### src/design/llp_pkg.sv
// shared constants, codes and controller/datapath interface types for the
// ll(1) table-driven parser; no dependencies
package llp_pkg;

   // field and storage sizes
   localparam int NT_W        = 5;
   localparam int COL_W       = 5;
   localparam int PROD_W      = 6;
   localparam int POS_W       = 3;
   localparam int SYM_W       = 6;
   localparam int LEN_W       = 4;
   localparam int RHS_MAX     = 8;
   localparam int STACK_DEPTH = 64;
   localparam int SP_W        = 7;
   localparam int STK_AW      = 6;
   localparam int STEP_LIMIT  = 384;
   localparam int STEP_W      = 9;
   localparam int POPS_W      = 7;
   localparam int CNT_W       = 16;
   localparam int OUT_W       = 3;
   localparam int VERD_W      = 2;

   typedef enum logic [1:0] {
      MODE_LOAD_CELL = 2'd0,
      MODE_LOAD_SYM  = 2'd1,
      MODE_BEGIN     = 2'd2,
      MODE_TOKEN     = 2'd3
   } mode_type;

   typedef enum logic [1:0] {
      KIND_EXPAND  = 2'd0,
      KIND_EPSILON = 2'd1,
      KIND_POP     = 2'd2,
      KIND_SCAN    = 2'd3
   } kind_type;

   typedef enum logic [2:0] {
      OUT_MATCHED       = 3'd0,
      OUT_DISCARDED     = 3'd1,
      OUT_TERM_MISMATCH = 3'd2,
      OUT_END_MISMATCH  = 3'd3,
      OUT_IGNORED       = 3'd4,
      OUT_OVERFLOW      = 3'd5
   } outcome_type;

   typedef enum logic [1:0] {
      VERD_ONGOING  = 2'd0,
      VERD_CLEAN    = 2'd1,
      VERD_ERRORS   = 2'd2,
      VERD_NOT_DONE = 2'd3
   } verdict_type;

   // datapath operations
   typedef enum logic [4:0] {
      OP_NONE, OP_LOAD_CELL, OP_LOAD_SYM, OP_BEGIN, OP_BEGIN2, OP_TOKEN,
      OP_RD_TOP, OP_RD_CELL, OP_RD_LEN, OP_RD_RHS, OP_EPSILON, OP_POP_ERR,
      OP_EXPAND, OP_PUSH, OP_MATCH, OP_SCAN, OP_HALT, OP_OVERFLOW
   } op_type;

   typedef struct packed {
      op_type      op;
      logic        emit;
      outcome_type outcome;
      logic        started;
   } cmd_type;

   typedef struct packed {
      logic     halted;
      logic     sp_zero;
      logic     steps_at_limit;
      logic     top_is_term;
      logic     top_eq_col;
      logic     top_is_end;
      logic     exp_overflow;
      logic     push_done;
      logic     scan_started;
      logic     rsp_free;
      kind_type kind;
   } status_type;

endpackage

### src/design/llp_ctrl.sv
// parser controller: one-hot sequencer that walks the table-action loop
// depends on llp_pkg
module llp_ctrl
   import llp_pkg::*;
(
   input  logic       clock,
   input  logic       reset,
   input  logic       req_tvalid,
   output logic       req_tready,
   input  mode_type   req_mode,
   input  status_type status,
   output cmd_type    cmd
);

   typedef enum logic [10:0] {
      S_IDLE  = 11'b00000000001,
      S_BEGIN = 11'b00000000010,
      S_TOP   = 11'b00000000100,
      S_TOPW  = 11'b00000001000,
      S_CELL  = 11'b00000010000,
      S_LEN   = 11'b00000100000,
      S_PUSH  = 11'b00001000000,
      S_PUSHW = 11'b00010000000,
      S_EMIT  = 11'b00100000000,
      S_SPARE = 11'b01000000000,
      S_SPAR2 = 11'b10000000000
   } state_type;

   state_type   state_ff, state_in;
   outcome_type outcome_ff, outcome_in;
   logic        started_ff, started_in;

   assign req_tready = (state_ff == S_IDLE);

   // next state and command
   always_comb begin
      state_in   = state_ff;
      outcome_in = outcome_ff;
      started_in = started_ff;
      cmd        = '{op: OP_NONE, emit: 1'b0, outcome: outcome_ff, started: started_ff};
      case (state_ff)
         S_IDLE: begin
            if (req_tvalid) begin
               case (req_mode)
                  MODE_LOAD_CELL: cmd.op = OP_LOAD_CELL;
                  MODE_LOAD_SYM:  cmd.op = OP_LOAD_SYM;
                  MODE_BEGIN: begin
                     cmd.op   = OP_BEGIN;
                     state_in = S_BEGIN;
                  end
                  default: begin
                     started_in = 1'b0;
                     if (status.halted) begin
                        outcome_in = OUT_IGNORED;
                        state_in   = S_EMIT;
                     end else begin
                        cmd.op   = OP_TOKEN;
                        state_in = S_TOP;
                     end
                  end
               endcase
            end
         end
         S_BEGIN: begin
            cmd.op   = OP_BEGIN2;
            state_in = S_IDLE;
         end
         S_TOP: begin
            if (status.sp_zero || status.steps_at_limit) begin
               cmd.op     = OP_OVERFLOW;
               outcome_in = OUT_OVERFLOW;
               state_in   = S_EMIT;
            end else begin
               cmd.op   = OP_RD_TOP;
               state_in = S_TOPW;
            end
         end
         S_TOPW: begin
            if (status.top_is_term) begin
               state_in = S_EMIT;
               if (status.top_eq_col) begin
                  cmd.op     = OP_MATCH;
                  outcome_in = OUT_MATCHED;
               end else begin
                  cmd.op     = OP_HALT;
                  outcome_in = status.top_is_end ? OUT_END_MISMATCH : OUT_TERM_MISMATCH;
               end
            end else begin
               cmd.op   = OP_RD_CELL;
               state_in = S_CELL;
            end
         end
         S_CELL: begin
            case (status.kind)
               KIND_EPSILON: begin
                  cmd.op   = OP_EPSILON;
                  state_in = S_TOP;
               end
               KIND_POP: begin
                  cmd.op   = OP_POP_ERR;
                  state_in = S_TOP;
               end
               KIND_SCAN: begin
                  cmd.op     = OP_SCAN;
                  outcome_in = OUT_DISCARDED;
                  started_in = status.scan_started;
                  state_in   = S_EMIT;
               end
               default: begin
                  cmd.op   = OP_RD_LEN;
                  state_in = S_LEN;
               end
            endcase
         end
         S_LEN: begin
            if (status.exp_overflow) begin
               cmd.op     = OP_HALT;
               outcome_in = OUT_OVERFLOW;
               state_in   = S_EMIT;
            end else begin
               cmd.op   = OP_EXPAND;
               state_in = S_PUSH;
            end
         end
         S_PUSH: begin
            if (status.push_done) begin
               state_in = S_TOP;
            end else begin
               cmd.op   = OP_RD_RHS;
               state_in = S_PUSHW;
            end
         end
         S_PUSHW: begin
            cmd.op   = OP_PUSH;
            state_in = S_PUSH;
         end
         S_EMIT: begin
            if (status.rsp_free) begin
               cmd.emit = 1'b1;
               state_in = S_IDLE;
            end
         end
         default: state_in = S_IDLE;
      endcase
   end

   // state registers
   always_ff @(posedge clock) begin
      if (reset) begin
         state_ff <= S_IDLE;
      end else begin
         state_ff <= state_in;
      end
      outcome_ff <= outcome_in;
      started_ff <= started_in;
   end

endmodule

### config.mk
export PLATFORM = sky130hd
export DESIGN_NAME = llp_ctrl
export DESIGN_NICKNAME = d
export VERILOG_FILES = /design/src/design/llp_pkg.sv /design/src/design/llp_ctrl.sv
export SDC_FILE = /design/constraint.sdc
export NUM_CORES = 1
export LEC_CHECK = 0
export BUFFER_PORTS_ARGS = -buffer_cell sky130_fd_sc_hd__buf_2
export CORE_MARGIN = 2
export CORE_UTILIZATION = 47
export DETAILED_ROUTE_END_ITERATION = 10
export GPL_TIMING_DRIVEN = 0
export MAX_ROUTING_LAYER = met4
export PLACE_DENSITY = 0.79
export SYNTH_ARGS = -nofsm -noshare
export SYNTH_HDL_FRONTEND = slang
export SYNTH_SLANG_ARGS = --single-unit
### constraint.sdc
create_clock -name clock -period 2.28 [get_ports clock]
set_input_delay 0.342 -clock clock [delete_from_list [all_inputs] [get_ports clock]]
set_output_delay 0.342 -clock clock [all_outputs]
set_load 0.01 [all_outputs]
==> results.yml <==
grt:
  grt_max_degree: 11
  track_usage_pct: 25.5
  grt_busiest_layer: "met2"
  grt.met3_usage_pct: 4.02
  grtUsageMet1_pct: 29.4
  grt_pass1_vias: 1083
  grt_pass1_wl_um: 4970
  antenna_found_initial: 0
  overflow: 0
  gr-usage-met2_pct: 44.7
final_layout:
  diodes: 0
  drive_gt1_share_pct: 35.5
  fill_cells: 198
  nets: 193
  fin_cells: 194
  area_growth_pct: 32.0
floorplan:
  placementRows: 17
  core-area_mm2: 0.00217
  die_y_um: 51.5
  num_io_pins: 28
  die_area_mm2: 0.00266
  initial_utilization_pct: 49.0
  die_w_um: 51.5
clock_tree:
  clockBufferDepth: 2
  cts_tree: "done"
  insertion_delay_ps: 290
  cts-hold-fix-buffers: 0
  clk_pin_slew_ps: 90
  cts_buffers: 3
  htreeDepth: 1
  cts_root_buf: "clkbuf_4"
  cts_sinks: 13
timing:
  rsz0062_at_grt: "true"
  fin_worst_skew_ps: 8.55
  fmax_mhz: 410
  fin_crit_sh_pct: 107
  postLayoutSetupSlackWorst_ps: -159
  slew_viol_final: 0
  fin_crit_ps: 2440
  slew_headroom_pct: 62.5
  setup_viol_count_final: 4
  worstMarginPinSlew_ps: 556
  hold_viol: 0
setup_path:
  cpMaxStageDelayCell: "or4_4"
  slowest_delay_ps: 560
  cp.buffers_inverters: 2
  startpoint_type: "register"
  endpoint_kind: "output port"
  critPathTopFamily: "simple AND/OR/NAND/NOR gates"
  crit_chain: "or4_4, buf_4, or3_4, nor2_2, nor2_1, nand3_1, buf_2"
  crit_type: "reg2out"
  crit_fanout: 4
  cp_data_required_time_ps: 1940
  crit_arrival_ps: 2100
detailed_routing:
  drtIter0Drc: 47
  routed_wl_um: 3050
  vias: 1163
  drcViolationCount: 0
  viasPerCell: 5.99
  avgRoutedWirePerCell_um: 15.7
  detail-route-antenna-nets: 0
  first_pass_iters: 4
power_and_ir_drop:
  p_leak_uw: 0.000623
  p_per_area_mw_per_mm2: 525
  p_total_uw: 736
  ir_worst_vdd_mv: 0.481
synthesis:
  synth-seq-cells: 13
  postSynthAreaPerCell_um2: 8.17
  synthTopCellsByArea: "dfxtp_1, edfxtp_1, ha_1"
  synth_nets: 156
  synth_top_cell_area_share_pct: 17.0
  synth.cell_area_mm2: 0.00106
  synth_top_area_cell: "dfxtp_1"
  synth.distinct_cells: 41
  synthesis.instances: 130
  yosysSeqAreaShare_pct: 28.3
  ys_warn_count: 0
status:
  status: "complete, but fails checks"
  violations: "setup timing"
place:
  hpwl_um: 2190
  place_congestion: 0.946
  port_buffers: 27
  dpl.cell_count: 185
hold_path:
  hp-class: "in2reg"
flow_run:
  drv_cap: 0
==> cells by family (layout without fill, tap and decap cells) <==
family	count (synthesis)	count (layout)	share of synthesized area (%)
xor+xnor	2	2	1.65
fa+ha+maj	9	9	10.6
mux	1	1	0.942
simple gates	70	70	36.5
buf+inv	11	47	5.77
compound gates	24	24	16.3
flops	13	13	28.3
==> cells in the final DEF (no fill, tap or decap), drive strengths merged, types with 3 or more instances in the layout <==
cell type	synthesis	final
buf	5	37
o21ai	6	6
nor4	3	3
clkbuf	1	5
a21oi	6	6
inv	5	5
nor2b	3	3
nor2	20	20
ha	9	9
dfxtp	9	9
nand3	4	4
nand2	9	9
nor3	8	8
nand2b	4	4
nand4	3	3
edfxtp	4	4
and3	4	4
==> sequential cells by signal, indices dropped and copies added, names as in the netlist <==
| name | cells |
|---|---|
| outcome_ff | 3 |
| started_ff | 1 |
| state_ff | 9 |
==> where the power goes <==
group | total (µW) | leakage [µW] | switching (µW) | internal, µW
Combinational | 314 | 0.000500 | 148 | 166
Sequential | 267 | 0.000108 | 16.2 | 251
Clock | 155 | 0.0000150 | 86.9 | 68.2
Total | 736 | 0.000623 | 252 | 485
==> final timing paths <==
check | depth (start not counted) | slack, ps | to | start
worst max register to register | 7 | 30 | outcome_ff[0] | state_ff[6]
worst max-delay path | 7 | -160 | cmd[5] | state_ff[6]
worst min register to register | 3 | 730 | state_ff[7] | state_ff[6]
worst min-delay path | 2 | 290 | state_ff[6] | reset
==> through the flow <==
step | cell area (µm²) | hold slack (ps) | utilization, % | worst slack (ps) | setup TNS [ps]
6_report | 1400 | 288 | 64.6 | -159 | -560
4_1_cts | 1350 | 298 | 62.4 | -298 | -1290
3_3_place_gp | 1230 | 601 | 56.8 | -157 | -585
3_5_place_dp | 1230 | 600 | 56.8 | -166 | -620
2_1_floorplan | 1060 | 414 | - | 39.1 | 0
5_1_grt | 1400 | 301 | 64.6 | -249 | -1210
==> Yosys cell counts <==
| cell type | count |
|---|---|
| nor2_1 | 20 |
| dfxtp_1 | 9 |
| ha_1 | 9 |
| nand2_1 | 9 |
| nor3_1 | 8 |
| a21oi_1 | 6 |
| inv_1 | 5 |
| o21ai_0 | 5 |
| and3_1 | 4 |
| edfxtp_1 | 4 |
| nand2b_1 | 4 |
| nand3_1 | 4 |
| buf_4 | 3 |
| nand4_1 | 3 |
| nor2b_1 | 3 |
| a221o_1 | 2 |
| a22oi_1 | 2 |
| a41oi_1 | 2 |
| nand4b_1 | 2 |
| nor3b_1 | 2 |
| nor4_1 | 2 |
| or3_1 | 2 |
| xnor2_1 | 2 |
| a211oi_2 | 1 |
| a222oi_1 | 1 |
| a311o_1 | 1 |
| a32oi_1 | 1 |
| and2_1 | 1 |
| and4b_1 | 1 |
| buf_2 | 1 |
| buf_6 | 1 |
| clkbuf_1 | 1 |
| mux2i_1 | 1 |
| nand3b_1 | 1 |
| nor4_4 | 1 |
| nor4b_1 | 1 |
| o2111ai_1 | 1 |
| o21ai_1 | 1 |
| o32a_1 | 1 |
| or3b_2 | 1 |
| or4_4 | 1 |
==> metal layers <==
layer | routed length [µm] | vias to the layer above
met5 | 0 | -
met4 | 52 | 0
met3 | 223 | 7
met2 | 1580 | 68
met1 | 1200 | 534
li1 | - | 554
==> final cells by class <==
type	instances	area, µm²	share of cell area (%)
flip-flops and latches	13	308	21.9
repair buffers	34	206	14.7
inverters	5	18.8	1.34
well taps	28	35.0	2.50
multi-input cells	106	779	55.6
plain buffers	4	28.8	2.05
clock buffers	4	26.3	1.87
==> what timing repair did <==
item / CTS / global route
endpoints found under the hold margin: 0 / 0
setup buffers: 7 / 2
setup endpoints to repair: 10 / 10
pin swaps: 12 / 6
resized for setup: 11 / 13
No activity file was read; power rests on OpenSTA's default activity.
